===== src/rtl/sobth_pkg.sv =====
// Shared types and constants for the Sobel edge threshold block.
`timescale 1ns / 1ps
package sobth_pkg;

	localparam int PIX_W         = 8;
	localparam int ROW_W         = 16;
	localparam int OUT_COL_W     = 10;
	localparam int CFG_DATA_W    = 16;
	localparam int CFG_IDX_W     = 2;
	localparam int WIDTH_REG_W   = 11;
	localparam int HEIGHT_REG_W  = 16;
	localparam int THR_W         = 11;
	localparam int THR_SQ_W      = 2 * THR_W;
	localparam int MAG_W         = 22;
	localparam int DEF_MAX_WIDTH = 1024;
	localparam int WIDTH_RESET   = 640;
	localparam int HEIGHT_RESET  = 480;
	localparam int THR_RESET     = 70;
	localparam int MAX_RES       = 3;
	localparam int RES_CNT_W     = $clog2(MAX_RES + 1);

	localparam logic [PIX_W-1:0] EDGE_VAL = 8'd255;
	localparam logic [PIX_W-1:0] FLAT_VAL = 8'd0;

	typedef enum logic [CFG_IDX_W-1:0] {
		REG_WIDTH  = 2'd0,
		REG_HEIGHT = 2'd1,
		REG_THRESH = 2'd2
	} cfg_reg_t;

	typedef struct packed {
		logic [ROW_W-1:0]     row;
		logic [OUT_COL_W-1:0] col;
		logic [PIX_W-1:0]     val;
		logic                 border;
	} res_t;

	typedef struct packed {
		logic [RES_CNT_W-1:0] cnt;
		res_t [MAX_RES-1:0]   ent;
	} res_set_t;

endpackage


===== src/rtl/sobth_res_buf.sv =====
// Result register: holds the results of one pixel and sends them one per beat.
`timescale 1ns / 1ps
module sobth_res_buf import sobth_pkg::*; (
	input  logic                 clk,
	input  logic                 arst_n,
	input  logic                 load,
	input  res_set_t             set_in,
	output logic                 free,
	output logic                 out_valid,
	input  logic                 out_ready,
	output logic [ROW_W-1:0]     out_row,
	output logic [OUT_COL_W-1:0] out_column,
	output logic [PIX_W-1:0]     out_value,
	output logic                 is_border,
	output logic                 last_in_run
);

	res_t [MAX_RES-1:0]   ent_s2;
	logic [RES_CNT_W-1:0] cnt_q;
	logic [RES_CNT_W-1:0] idx_q;
	res_t                 cur;

	always_comb begin
		out_valid   = cnt_q != '0;
		last_in_run = idx_q == RES_CNT_W'(cnt_q - 1'b1);
		free        = !out_valid || (out_ready && last_in_run);
		case (idx_q)
			RES_CNT_W'(0): cur = ent_s2[0];
			RES_CNT_W'(1): cur = ent_s2[1];
			default:       cur = ent_s2[MAX_RES-1];
		endcase
		out_row    = cur.row;
		out_column = cur.col;
		out_value  = cur.val;
		is_border  = cur.border;
	end

	always_ff @(posedge clk) begin
		if (load) begin
			ent_s2 <= set_in.ent;
		end
	end

	always_ff @(posedge clk or negedge arst_n) begin
		if (!arst_n) begin
			cnt_q <= '0;
			idx_q <= '0;
		end else if (load) begin
			cnt_q <= set_in.cnt;
			idx_q <= '0;
		end else if (out_valid && out_ready) begin
			if (last_in_run) begin
				cnt_q <= '0;
				idx_q <= '0;
			end else begin
				idx_q <= idx_q + 1'b1;
			end
		end
	end

endmodule


===== config.mk =====
export PLATFORM = sky130hd
export DESIGN_NAME = sobth_res_buf
export DESIGN_NICKNAME = d
export VERILOG_FILES = /design/src/rtl/sobth_pkg.sv /design/src/rtl/sobth_res_buf.sv
export SDC_FILE = /design/constraint.sdc
export NUM_CORES = 1
export LEC_CHECK = 0
export BUFFER_PORTS_ARGS = -buffer_cell sky130_fd_sc_hd__buf_2
export CAP_MARGIN = 5
export CORE_AREA = 2 2 102 143
export DETAILED_ROUTE_END_ITERATION = 10
export DIE_AREA = 0 0 104 145
export HOLD_SLACK_MARGIN = 0.06
export PLACE_DENSITY = 0.51
export SLEW_MARGIN = 0
export SYNTH_ARGS = -nofsm -noshare
export SYNTH_HDL_FRONTEND = slang
export SYNTH_SLANG_ARGS = --single-unit

===== constraint.sdc =====
create_clock -name clk -period 1.55 [get_ports clk]
set_input_delay 0 -clock clk [delete_from_list [all_inputs] [get_ports clk]]
set_output_delay 0 -clock clk [all_outputs]
set_load 0.1 [all_outputs]

# Word-level counts from Yosys, hierarchy flattened
# Cells that the tools add are included.
[classes] order_cmp=0 muxes=7 eq_ne=2 div_mod_pow=0 multipliers=0 reduce_logical=9 n_addsub=2 bitwise_logic=0 shifts=0
[ops] op="$pmux 35 s2" count=1
[ops] op="$mux 2" count=6
[ops] op="$reduce_bool 2->1" count=3
[ops] op="$add 2x1->2 const B" count=1
[ops] op="$eq 2x1->1 const B" count=1
[ops] op="$eq 2x2->1" count=1
[ops] op="$logic_and 1x1->1" count=2
[ops] op="$logic_not 2->1" count=1
[ops] op="$reduce_and 2->1" count=1
[ops] op="$sub 2x1->2 const B" count=1
[ops] op="$logic_not 1->1" count=1
[ops] op="$logic_or 1x1->1" count=1
[totals] regBits=109 ramBits=0 latchBits=0 romBits=0 mem_count=0

# Logic depth before layout (Yosys ltp)
[depth] depth_word=5 ltp_mapped=7 depth_no_buf=5

# Least setup slack after synthesis
# No wires, ideal clock.
[synth_timing] kind="register -> output" from="register cnt_q[0]" to="output free" n_path_buf=0 t_arrival_ns=2.597 slack_ns=-1.047 stages_incl_launch_ff=6 required_time_ns=1.550 cell_sequence="dfrtp_1 > inv_1 > ha_1 > xnor2_2 > nor2_2 > a21o_1"
[synth_via] elab_chain_cells=4 elab_cells_between_ends=6
[synth_rtl] element="from (decl)" line_no="sobth_res_buf.sv:19" text="logic [RES_CNT_W-1:0] cnt_q;"
[synth_rtl] element="from (signal assigned)" line_no="sobth_res_buf.sv:49" text="cnt_q <= set_in.cnt;"
[synth_rtl] element="$sub 2x1->2" line_no="sobth_res_buf.sv:25" text="last_in_run = idx_q == RES_CNT_W'(cnt_q - 1'b1);"
[synth_rtl] element="$eq 2x2->1" line_no="sobth_res_buf.sv:25"
[synth_rtl] element="via last_in_run" line_no="sobth_res_buf.sv:15" text="output logic last_in_run"
[synth_rtl] element="$logic_and 1x1->1" line_no="sobth_res_buf.sv:26" text="free = !out_valid || (out_ready && last_in_run);"
[synth_rtl] element="$logic_or 1x1->1" line_no="sobth_res_buf.sv:26"
[synth_rtl] element="to (decl)" line_no="sobth_res_buf.sv:8" text="output logic free,"
# The timed path passes the listed nets, and every way through them passes these cells.

# Worst setup path in the final report
[layout_timing] from="register idx_q[0]" to="output out_column[4]"
[layout_via] elab_chain_cells=2 elab_cells_between_ends=3
[layout_rtl] element="from (decl)" line_no="sobth_res_buf.sv:20" text="logic [RES_CNT_W-1:0] idx_q;"
[layout_rtl] element="from (signal assigned)" line_no="sobth_res_buf.sv:56" text="idx_q <= idx_q + 1'b1;"
[layout_rtl] element="$eq 2x1->1 or $logic_not 2->1 (tied branches)" line_no="sobth_res_buf.sv:27" text="case (idx_q)"
[layout_rtl] element="$pmux 35 s2 (*)" line_no="sobth_res_buf.sv:27"
[layout_rtl] element="to (decl)" line_no="sobth_res_buf.sv:12" text="output logic [OUT_COL_W-1:0] out_column,"
# Every way passes the cells marked *; elsewhere a longest branch is shown, timed or not.

==> impl_metrics.yaml <==
global_route:
  use_met1_pct: 15.3
  grt_pass1_wl_um: 17000
  grtUsageMet3_pct: 3.55
  use_met2_pct: 27.1
  busiest_layer: "met2"
  first_global_vias: 3486
  grt_max_degree: 46
  antenna_found_initial: 0
  track_usage_pct: 14.5
  overflow: 0
critical_path:
  path_common_cell: "buf_12"
  slowest_stage: "dfrtp_1"
  setup.worst_path.end: "out_column[4]"
  r2r.worst_path.cells: 6
  path_max_fanout: 18
  criticalPathCategory: "reg2out"
  r2r_end: "idx_q[1]$_DFFE_PN0P_"
  crit_arrival_ps: 1720
  crit_path_start_kind: "flop"
  crit_family: "flip-flops"
  critical_path_cell_count: 6
  critPathBufInv: 2
  crit_required_ps: 1550
  cp_cell_sequence: "ha_2 > nor2_4 > buf_12 > nand2_1 > nand2_4 > buf_12"
  max_stage_delay_ps: 400
  cp-end-kind: "output port"
  worstReg2RegStart: "cnt_q[1]$_DFFE_PN0P_"
  regToRegSetupSlack_ps: 70
  setup.worst_path.start: "idx_q[0]$_DFFE_PN0P_"
sta:
  maxSlewViolCount: 0
  fin_crit_sh_pct: 111
  worst_pin_slew_ps: 586
  hold_viol_final: 0
  relSlewSlack_pct: 60.9
  setup_tns_ps: -5290
  fin_crit_ps: 1720
  skew_ps: 2.71
  rsz0062_at_grt: "yes"
  layout_setup_ws_ps: -170
  max_freq_mhz: 581
  setup_viol: 37
power:
  seqPwrFrac_pct: 35.1
  power_leakage_nw: 3.00
  clkPwrFrac_pct: 22.0
  p_sw_mw: 3.91
  ir_drop_mv: 0.673
  swShare_pct: 38.4
  p_int_mw: 6.27
  pwr-share-comb_pct: 42.9
  power_density_mw_per_mm2: 1350
  total_power_mw: 10.2
final_layout:
  drive_gt1_share_pct: 48.8
  fill_cells: 1119
  area_growth_pct: 86.2
  diodes: 0
  final_nets: 638
  fin_area_mm2: 0.00756
die:
  num_io_pins: 149
  die_w_um: 104
  fp-row-count: 51
  fp.dieH_um: 145
  die-area_mm2: 0.0151
  start_util_pct: 29.4
  core_mm2: 0.0138
synthesis:
  ys_seq_elements: 109
  ys_warn_count: 0
  syn-num-nets: 365
  ys_types: 19
  postSynthAreaPerCell_um2: 16.2
  ys_seq_area_share_pct: 80.1
  synthesis.area_mm2: 0.00406
  netlist_instances: 251
placed_design:
  port_buffers: 148
  place_hpwl_um: 6680
  globalplace.congestion: 0.727
  placed_area_mm2: 0.00593
clock_tree:
  cts_num_sinks: 109
  cts_root_buffer: "clkbuf_16"
  clkTransAtPathRegs_ps: 70
  cts.path.max_buffers: 2
  cts_buffers: 9
  clock_latency_ps: 350
  cts_max_level: 3
  cts_tree: "built"
hold_path:
  hp-class: "in2reg"
detailed_routing:
  via_per_inst: 4.31
  dr.first_iter.drc_count: 110
  first_pass_iters: 4
  drc: 0
  via_count: 3077
  antenna_left: 0
  wl_per_cell_um: 14.8
  drt_wl_total_um: 10600
run:
  drv_cap: 0
status:
  violations: "negative setup slack"
  status: "finished, violations left"
timing repair:
| action | 4_1_cts | 5_1_grt |
|---|---|---|
| gates cloned | 0 | 0 |
| hold endpoints to repair | 113 | 0 |
| resized for setup | 29 | 13 |
| hold buffers | 110 | 0 |
| buffers inserted | 4 | 0 |
| setup endpoints to repair | 37 | 39 |
| pin swaps | 2 | 2 |
power groups by stage:
stage	clock network, mW	registers, mW	logic (mW)
2_1_floorplan	0	3.61	2.49
3_3_place_gp	0	3.61	3.97
3_5_place_dp	0	3.62	4.00
4_1_cts	2.32	3.57	4.36
5_1_grt	2.44	3.60	4.54
6_report	2.24	3.58	4.37
layer usage:
layer / share of wire (%) / up-vias
met5: 0 / -
met4: 2.5 / 0
met3: 4.2 / 18
met2: 56 / 94
met1: 37 / 1480
li1: - / 1485
per-stage QoR:
step	util, %	std cells	hold slack [ps]	setup WS (ps)
global route	54.8	714	193	-265
CTS	54.4	714	155	-193
floorplan	-	251	-296	-196
detailed placement	43.0	584	-184	74.0
finish	54.8	714	171	-170
global placement	43.0	584	-186	153
worst min path at each step:
stage / from / end / slack, ps / cells past startpoint
after detailed placement: arst_n / cnt_q[0]$_DFFE_PN0P_ / -180 / 1
after CTS: load / cnt_q[1]$_DFFE_PN0P_ / 150 / 3
after floorplan: arst_n / cnt_q[0]$_DFFE_PN0P_ / -300 / 0
after global routing: load / ent_s2[29]$_DFFE_PP_ / 190 / 1
final: load / cnt_q[1]$_DFFE_PN0P_ / 170 / 3
after global placement: arst_n / cnt_q[1]$_DFFE_PN0P_ / -190 / 1
flip-flops by register name (all words and copies together) (netlist names):
| name | cells |
|---|---|
| ent_s2 | 105 |
| cnt_q | 2 |
| idx_q | 2 |
layout make-up:
type / count / area, µm² / area share, %
inverters: 6 / 22.5 / 0.298
flip-flops and latches: 109 / 3250 / 43.1
repair buffers: 273 / 2610 / 34.5
clock buffers: 9 / 225 / 2.98
multi-input cells: 125 / 1150 / 15.2
clock inverters: 7 / 67.6 / 0.894
well taps: 185 / 231 / 3.06
kinds of logic (layout without fill, tap and decap cells):
| kind of cell | count (synthesis) | in the layout | share of synthesized area [%] |
|---|---|---|---|
| AND/OR/NAND/NOR | 78 | 78 | 7.95 |
| buffers and inverters | 17 | 295 | 2.37 |
| AO/OA/AOI/OAI | 42 | 42 | 7.80 |
| flip-flops | 109 | 109 | 80.1 |
| XOR/XNOR | 2 | 2 | 0.801 |
| adder cells (fa/ha/maj) | 3 | 3 | 0.925 |
layout by cell type, fill, tap and decap left out, types with 3 or more instances in the layout:
cell	n
dlygate4sd3_1	110
a22oi_1	4
dfrtp_1	4
nand2_2	5
buf_2	110
nand2_1	37
a22oi_2	31
inv_6	3
inv_1	4
buf_4	7
edfxtp_1	105
buf_12	44
clkbuf_16	9
nand2_4	30
synthesized netlist by cell type, drive strengths merged:
cell / instances / share of area [%]
nand2b: 1 / 0.34
edfxtp: 105 / 78
ha: 3 / 0.92
o21ai: 3 / 0.37
o31ai: 2 / 0.37
a21o: 1 / 0.19
inv: 6 / 0.55
xnor2: 2 / 0.80
a22oi: 35 / 6.5
or3: 1 / 0.15
buf: 11 / 1.8
o41ai: 1 / 0.40
nand3b: 2 / 0.37
nand2: 72 / 6.7
nor2: 2 / 0.43
dfrtp: 4 / 2.5
worst min-delay path, stage by stage:
cell	delay [ps]
buf_4	290
nand2_1	120
o21ai_1	60
Note: power is estimated with default switching activity, not from simulation.
