**src/rtl/sobth_pkg.sv**
```systemverilog
// Shared types and constants for the Sobel edge threshold block.
`timescale 1ns / 1ps
package sobth_pkg;

	localparam int PIX_W         = 8;
	localparam int ROW_W         = 16;
	localparam int OUT_COL_W     = 10;
	localparam int CFG_DATA_W    = 16;
	localparam int CFG_IDX_W     = 2;
	localparam int WIDTH_REG_W   = 11;
	localparam int HEIGHT_REG_W  = 16;
	localparam int THR_W         = 11;
	localparam int THR_SQ_W      = 2 * THR_W;
	localparam int MAG_W         = 22;
	localparam int DEF_MAX_WIDTH = 1024;
	localparam int WIDTH_RESET   = 640;
	localparam int HEIGHT_RESET  = 480;
	localparam int THR_RESET     = 70;
	localparam int MAX_RES       = 3;
	localparam int RES_CNT_W     = $clog2(MAX_RES + 1);

	localparam logic [PIX_W-1:0] EDGE_VAL = 8'd255;
	localparam logic [PIX_W-1:0] FLAT_VAL = 8'd0;

	typedef enum logic [CFG_IDX_W-1:0] {
		REG_WIDTH  = 2'd0,
		REG_HEIGHT = 2'd1,
		REG_THRESH = 2'd2
	} cfg_reg_t;

	typedef struct packed {
		logic [ROW_W-1:0]     row;
		logic [OUT_COL_W-1:0] col;
		logic [PIX_W-1:0]     val;
		logic                 border;
	} res_t;

	typedef struct packed {
		logic [RES_CNT_W-1:0] cnt;
		res_t [MAX_RES-1:0]   ent;
	} res_set_t;

endpackage

```
**src/rtl/sobth_kernel.sv**
```systemverilog
// 3x3 window, Sobel gradient threshold and per-pixel result selection.
`timescale 1ns / 1ps
module sobth_kernel import sobth_pkg::*; #(
	parameter int MAX_WIDTH = DEF_MAX_WIDTH,
	parameter int COL_W     = $clog2(MAX_WIDTH)
) (
	input  logic                clk,
	input  logic                arst_n,
	input  logic                adv,
	input  logic [PIX_W-1:0]    pix,
	input  logic [PIX_W-1:0]    ru,
	input  logic [PIX_W-1:0]    rm,
	input  logic [COL_W-1:0]    col,
	input  logic [ROW_W-1:0]    row,
	input  logic [COL_W:0]      w_eff,
	input  logic [ROW_W-1:0]    h_eff,
	input  logic [THR_SQ_W-1:0] thr_sq,
	output res_set_t            res_set
);

	// left column upper/middle/lower, centre column upper/middle/lower
	logic [PIX_W-1:0] lu_q, lm_q, ll_q, cu_q, cm_q, cl_q;

	logic [PIX_W+1:0]         sum_r, sum_l, sum_b, sum_t;
	logic signed [PIX_W+2:0]  gx, gy;
	logic signed [MAG_W-1:0]  gx2, gy2;
	logic [MAG_W-1:0]         mag2;
	logic [PIX_W-1:0]         mark;
	logic [COL_W:0]           col_inc;
	logic [ROW_W:0]           row_inc;
	logic [ROW_W-1:0]         row_up;
	logic [COL_W-1:0]         col_left;
	logic                     mid_row, has_left, interior, row_end, copy_row;
	logic [RES_CNT_W-1:0]     n;

	always_ff @(posedge clk or negedge arst_n) begin
		if (!arst_n) begin
			lu_q <= '0;
			lm_q <= '0;
			ll_q <= '0;
			cu_q <= '0;
			cm_q <= '0;
			cl_q <= '0;
		end else if (adv) begin
			lu_q <= cu_q;
			lm_q <= cm_q;
			ll_q <= cl_q;
			cu_q <= ru;
			cm_q <= rm;
			cl_q <= pix;
		end
	end

	always_comb begin
		sum_r = {2'b00, ru} + {1'b0, rm, 1'b0} + {2'b00, pix};
		sum_l = {2'b00, lu_q} + {1'b0, lm_q, 1'b0} + {2'b00, ll_q};
		sum_b = {2'b00, ll_q} + {1'b0, cl_q, 1'b0} + {2'b00, pix};
		sum_t = {2'b00, lu_q} + {1'b0, cu_q, 1'b0} + {2'b00, ru};
		gx    = $signed({1'b0, sum_r}) - $signed({1'b0, sum_l});
		gy    = $signed({1'b0, sum_b}) - $signed({1'b0, sum_t});
		gx2   = gx * gx;
		gy2   = gy * gy;
		mag2  = $unsigned(gx2) + $unsigned(gy2);
		mark  = (mag2 > MAG_W'(thr_sq)) ? EDGE_VAL : FLAT_VAL;
	end

	always_comb begin
		col_inc  = {1'b0, col} + 1'b1;
		row_inc  = {1'b0, row} + 1'b1;
		row_up   = row - 1'b1;
		col_left = col - 1'b1;
		mid_row  = row >= ROW_W'(2);
		has_left = col != '0;
		interior = (col >= COL_W'(2)) && (col_inc <= w_eff);
		row_end  = col_inc >= w_eff;
		copy_row = (row == '0) || (row_inc >= {1'b0, h_eff});

		res_set = '0;
		n       = '0;
		if (mid_row && has_left) begin
			res_set.ent[n].row    = row_up;
			res_set.ent[n].col    = OUT_COL_W'(col_left);
			res_set.ent[n].val    = interior ? mark : cm_q;
			res_set.ent[n].border = !interior;
			n = n + 1'b1;
		end
		if (mid_row && row_end) begin
			res_set.ent[n].row    = row_up;
			res_set.ent[n].col    = OUT_COL_W'(col);
			res_set.ent[n].val    = rm;
			res_set.ent[n].border = 1'b1;
			n = n + 1'b1;
		end
		if (copy_row) begin
			res_set.ent[n].row    = row;
			res_set.ent[n].col    = OUT_COL_W'(col);
			res_set.ent[n].val    = pix;
			res_set.ent[n].border = 1'b1;
			n = n + 1'b1;
		end
		res_set.cnt = n;
	end

endmodule

```
**config.mk**
```make
export PLATFORM = sky130hd
export DESIGN_NAME = sobth_kernel
export DESIGN_NICKNAME = d
export VERILOG_FILES = /design/src/rtl/sobth_pkg.sv /design/src/rtl/sobth_kernel.sv
export SDC_FILE = /design/constraint.sdc
export NUM_CORES = 1
export LEC_CHECK = 0
export ABC_AREA = 1
export BUFFER_PORTS_ARGS = -buffer_cell sky130_fd_sc_hd__buf_2
export CAP_MARGIN = 0
export CORE_AREA = 2 2 208 210
export CTS_BUF_LIST = sky130_fd_sc_hd__clkbuf_8
export DETAILED_ROUTE_END_ITERATION = 7
export DIE_AREA = 0 0 210 212
export PLACE_DENSITY = 0.6
export SKIP_CTS_REPAIR_TIMING = 1
export SLEW_MARGIN = 25
export SYNTH_ARGS = -nofsm -noshare
export SYNTH_HDL_FRONTEND = slang
export SYNTH_SLANG_ARGS = --single-unit
```
**constraint.sdc**
```tcl
create_clock -name clk -period 14 [get_ports clk]
set_input_delay 0 -clock clk [delete_from_list [all_inputs] [get_ports clk]]
set_output_delay 0 -clock clk [all_outputs]
set_load 0.02 [all_outputs]
```
======== Word-level counts from Yosys, hierarchy flattened ========
Cells that the tools add are included.
storage, ports and cells
  register bits after elaboration ......... 48
  input bits .............................. 102
  output and inout bits ................... 107
operators by class
  add/sub/neg operators ................... 17
  $mul .................................... 2
  $lt $le $gt $ge ......................... 10
  mux-type cells .......................... 32
  reduce and logical (&&, ||, !) cells .... 9
operators by type and width
  cell                                                                                   count
  105-bit bitwise mux                                                                    8
  35-bit demux with 2-bit select                                                         8
  105-bit two-way mux                                                                    2
  35-bit two-way mux                                                                     3
  11-bit by 11-bit multiplier with 22-bit output                                         2
  10-bit by 8-bit adder with 10-bit output                                               4
  8-bit by 9-bit adder with 10-bit output                                                4
  19-bit two-way mux                                                                     2
  22-bit adder                                                                           1
  22-bit greater-than comparator                                                         1
  10-bit by 10-bit subtractor with 11-bit output                                         2
  9-bit two-way mux                                                                      2
  16-bit by 1-bit adder with 17-bit output (second input constant)                       1
  17-bit by 16-bit greater-or-equal comparator with 1-bit output                         1
  16-bit by 2-bit greater-or-equal comparator with 1-bit output (second input constant)  1
  16-bit zero test                                                                       1
  8-bit two-way mux                                                                      2
  16-bit by 1-bit subtractor with 16-bit output (second input constant)                  1
  10-bit by 1-bit adder with 11-bit output (second input constant)                       1
  11-bit greater-or-equal comparator                                                     1
  11-bit <= comparator                                                                   1
  10-bit by 2-bit greater-or-equal comparator with 1-bit output (second input constant)  1
  10-bit nonzero test                                                                    1
  10-bit by 1-bit subtractor with 10-bit output (second input constant)                  1
  8 further kinds                                                                        18

======== Logic depth before layout (Yosys ltp) ========
  depth in word-level cells ............... 19
  mapped depth ............................ 56
  gate-level depth less buffers ........... 56

======== Worst setup path after synthesis ========
OpenSTA, ideal clock, no wires.
  kind .................................... register to output
  start ................................... reg lu_q[3]
  end ..................................... out res_set[3] (netlist bit)
  arrival time ............................ 10.191 ns
  slack ................................... 3.809 ns
  cell stages (with the launch flop) ...... 48
  path buffers ............................ 1
  path through ............................ dfrtp_1 > inv_1 > fa_1 > fa_1 > inv_1 > fa_1 > inv_1 > ha_1 > a21o_1 > nand3_1 > nand2_1 > nand2_1 > nand3_1 > clkbuf_1 > nor2_1 > inv_1 > fa_1 > fa_1 > (+12 left out) > nand3_1 > nand3_1 > nand2_1 > xor2_1 > inv_1 > ha_1 > nand2_1 > nor2_1 > nand2_1 > nor2_1 > nand2_1 > nand3_1 > nand3_1 > nand2_1 > nor2_1 > nand2_1 > nand2_1 > inv_1
RTL lines
  what                    RTL line            source
  from (decl)             sobth_kernel.sv:22  logic [PIX_W-1:0] lu_q, lm_q, ll_q, cu_q, cm_q, cl_q;
  from (signal assigned)  sobth_kernel.sv:45  lu_q <= cu_q;
  to (decl)               sobth_kernel.sv:18  output res_set_t res_set

==> impl_metrics.env <==
export IMPL_ys_seq_area_share_pct=7.38
export IMPL_first_pass_iters=5
export IMPL_cts_tree="yes"
export IMPL_cts_root_buffer="clkbuf_8"
export IMPL_reg2reg_slack_ns=13.20
export IMPL_hpwl_mm=37.7
export IMPL_violations="negative hold slack"
export IMPL_holdCritPathClass="input port to flip-flop"
export IMPL_rsz0062_at_grt="no"
export IMPL_finalHoldViolations=1
export IMPL_relSlewSlack_pct=33.8
export IMPL_slew_violations=0
export IMPL_via_count=13600
export IMPL_clk_latency_ns=0.32
export IMPL_wirelength_mm=42.6
export IMPL_io_pin_count=209
export IMPL_max_stage_delay_ns=0.91
export IMPL_whs_path_depth=3
export IMPL_via_per_inst=4.82
export IMPL_n_antenna_cell=0
export IMPL_syn2layout_area_growth_pct=11.0
export IMPL_cts_made_buffers=5
export IMPL_numClockSinks=48
export IMPL_start_util_pct=38.3
export IMPL_synth_main_ff_cell="dfrtp_1"
export IMPL_r2r_end="lu_q[0]$_DFFE_PN0P_"
export IMPL_drt_iter0_markers=701
export IMPL_path_clk_slew_ns=0.10
export IMPL_drive_gt1_share_pct=11.4
export IMPL_yosysUniqueCellTypes=42
export IMPL_hold_slack_ns=-0.00133
export IMPL_core_area_um2=42500
export IMPL_io_buffer_count=208
export IMPL_min_to="cm_q[4]$_DFFE_PN0P_"
export IMPL_synthesis_nets=2657
export IMPL_fmax_mhz=81.4
export IMPL_drcViolationCount=0
export IMPL_crit_path_end_kind="output pin"
export IMPL_finalWeightedCongestion=0.928
export IMPL_setup_violations=0
export IMPL_avgSynthCellArea_um2=7.78
export IMPL_critical_path_class="input port to output pin"
export IMPL_fp_dieW_um=210
export IMPL_die_y_um=212
export IMPL_status="complete, but fails checks"
export IMPL_async_flop_share_pct=100
export IMPL_grt_max_degree=95
export IMPL_crit_required_ns=14.00
export IMPL_h_tree_depth=2
export IMPL_wl_per_cell_um=15.0
export IMPL_cp_common_cell="fa_1"
export IMPL_fin_skew_ns=0.0179
export IMPL_min_from="rm[4]"
export IMPL_fin_crit_sh_pct=87.8
export IMPL_max_cap_violations=0
export IMPL_synth_edf_count=0
export IMPL_ys_ff_latch=48
export IMPL_period_needed_ns=12.29
export IMPL_setup_tns_ns=0
export IMPL_layout_nets=2853
export IMPL_ant_nets=0
export IMPL_antenna_found_initial=1
export IMPL_n_fill_cell=4346
export IMPL_crit_arrival_ns=12.29
export IMPL_syn_area_um2=16300
export IMPL_yosysWarnings=0
export IMPL_grt_remaining_overflow=0
export IMPL_cpMaxStageDelayCell="fa_1"
export IMPL_worstMarginPinSlew_ns=0.989
export IMPL_start_kind="input port"
export IMPL_grt_pass1_wl_mm=70.2
export IMPL_row_count=76
export IMPL_reg2reg_depth=1
export IMPL_cts_buffer_depth=2
export IMPL_first_global_vias=14000
export IMPL_synth_cells=2090
export IMPL_path_max_fanout=8
export IMPL_r2r_start="lu_q[0]$_DFFE_PN0P_"
export IMPL_grtUsageTotal_pct=19.6
export IMPL_die_area_um2=44500
[how the worst max path moves through the flow]
stage	end	startpoint	cells after the start	slack (ns)
floorplan	res_set[3]	lu_q[3]$_DFFE_PN0P_	47	3.81
global placement	res_set[5]	ll_q[6]$_DFFE_PN0P_	46	2.18
detailed placement	res_set[4]	ll_q[6]$_DFFE_PN0P_	46	2.10
CTS	res_set[4]	ll_q[6]$_DFFE_PN0P_	46	1.71
global route	res_set[8]	pix[6]	48	0.67
finish	res_set[4]	pix[0]	46	1.71
[state kept, by name, summed over array words and instances, names as in the netlist]
signal	flops
cl_q	8
cm_q	8
cu_q	8
ll_q	8
lm_q	8
lu_q	8
[worst max-delay path: cells and delay by family]
kind / cells / cell delay, ns
simple gates: 17 / 2.89
fa+ha+maj: 14 / 6.65
buf+inv: 13 / 1.84
xor+xnor: 2 / 0.91
[layout by cell type, fill, tap and decap left out, types with 7 or more instances in the layout]
cell,n
a21oi_1,83
nor3_1,17
nor2_1,214
xor2_1,53
buf_4,7
o21ai_0,82
xnor2_1,16
buf_2,208
nand4_1,18
dfrtp_1,48
dlygate4sd3_1,15
ha_1,168
fa_1,297
o211ai_1,7
nand2_2,11
o21ai_1,15
nand2_1,278
or2_2,9
inv_1,587
nand3_1,97
[kinds of logic after synthesis]
family	synth area share, %
and+or+nand+nor	17.4
buffers and inverters	15.1
adders and majority gates	49.5
AOI/OAI and AO/OA	6.82
xor gates and xnor gates	3.71
DFF	7.38
muxes	0.138
[routing by layer]
metal	wire, um	vias up	track usage, %
li1	-	6615	-
met1	19100	6650	26.1
met2	20800	337	35.2
met3	1960	45	1.92
met4	703	2	3.47
met5	13	-	0
[stage by stage]
stage | util, % | setup WS [ns] | cells | area [um2] | hold WS, ns
final | 42.5 | 1.71 | 2833 | 18100 | -0.00133
after global routing | 42.5 | 0.673 | 2833 | 18100 | 0.000838
after CTS | 42.1 | 1.71 | 2818 | 17900 | -0.220
after detailed placement | 41.9 | 2.10 | 2810 | 17800 | 0.147
after global placement | 41.9 | 2.18 | 2810 | 17800 | 0.142
after floorplan | - | 3.81 | 2090 | 16300 | -0.296
[final cells by class]
type | instances | area [um2] | share of cell area (%)
multi-input cells | 1407 | 12600 | 69.8
clock inverters | 3 | 25.0 | 0.139
repair buffers | 230 | 1240 | 6.89
flip-flops and latches | 48 | 1200 | 6.65
clock buffers | 5 | 68.8 | 0.381
well taps | 546 | 683 | 3.78
inverters | 594 | 2230 | 12.3
[synth_stat cells (3+ instances only)]
cell,n,area share (%)
a21o_1,5,0.23
a21oi_1,83,2.6
buf_2,14,0.43
buf_4,7,0.32
buf_6,4,0.28
clkbuf_1,14,0.32
clkinv_1,3,0.069
dfrtp_1,48,7.4
fa_1,297,37
ha_1,168,13
inv_1,587,14
inv_2,4,0.092
nand2_1,278,6.4
nand2_2,11,0.42
nand3_1,97,3.0
nand3b_1,4,0.18
nand4_1,18,0.69
nor2_1,214,4.9
nor2_2,4,0.15
nor3_1,17,0.52
nor4_1,3,0.12
o211ai_1,7,0.32
o21a_1,3,0.14
o21ai_0,82,2.5
o21ai_1,15,0.46
o21bai_1,5,0.23
or2_2,9,0.35
xnor2_1,16,0.86
xor2_1,53,2.9
Power is not shown: default switching activity piles up to over one toggle a cycle in this logic, so the estimate is an artifact.
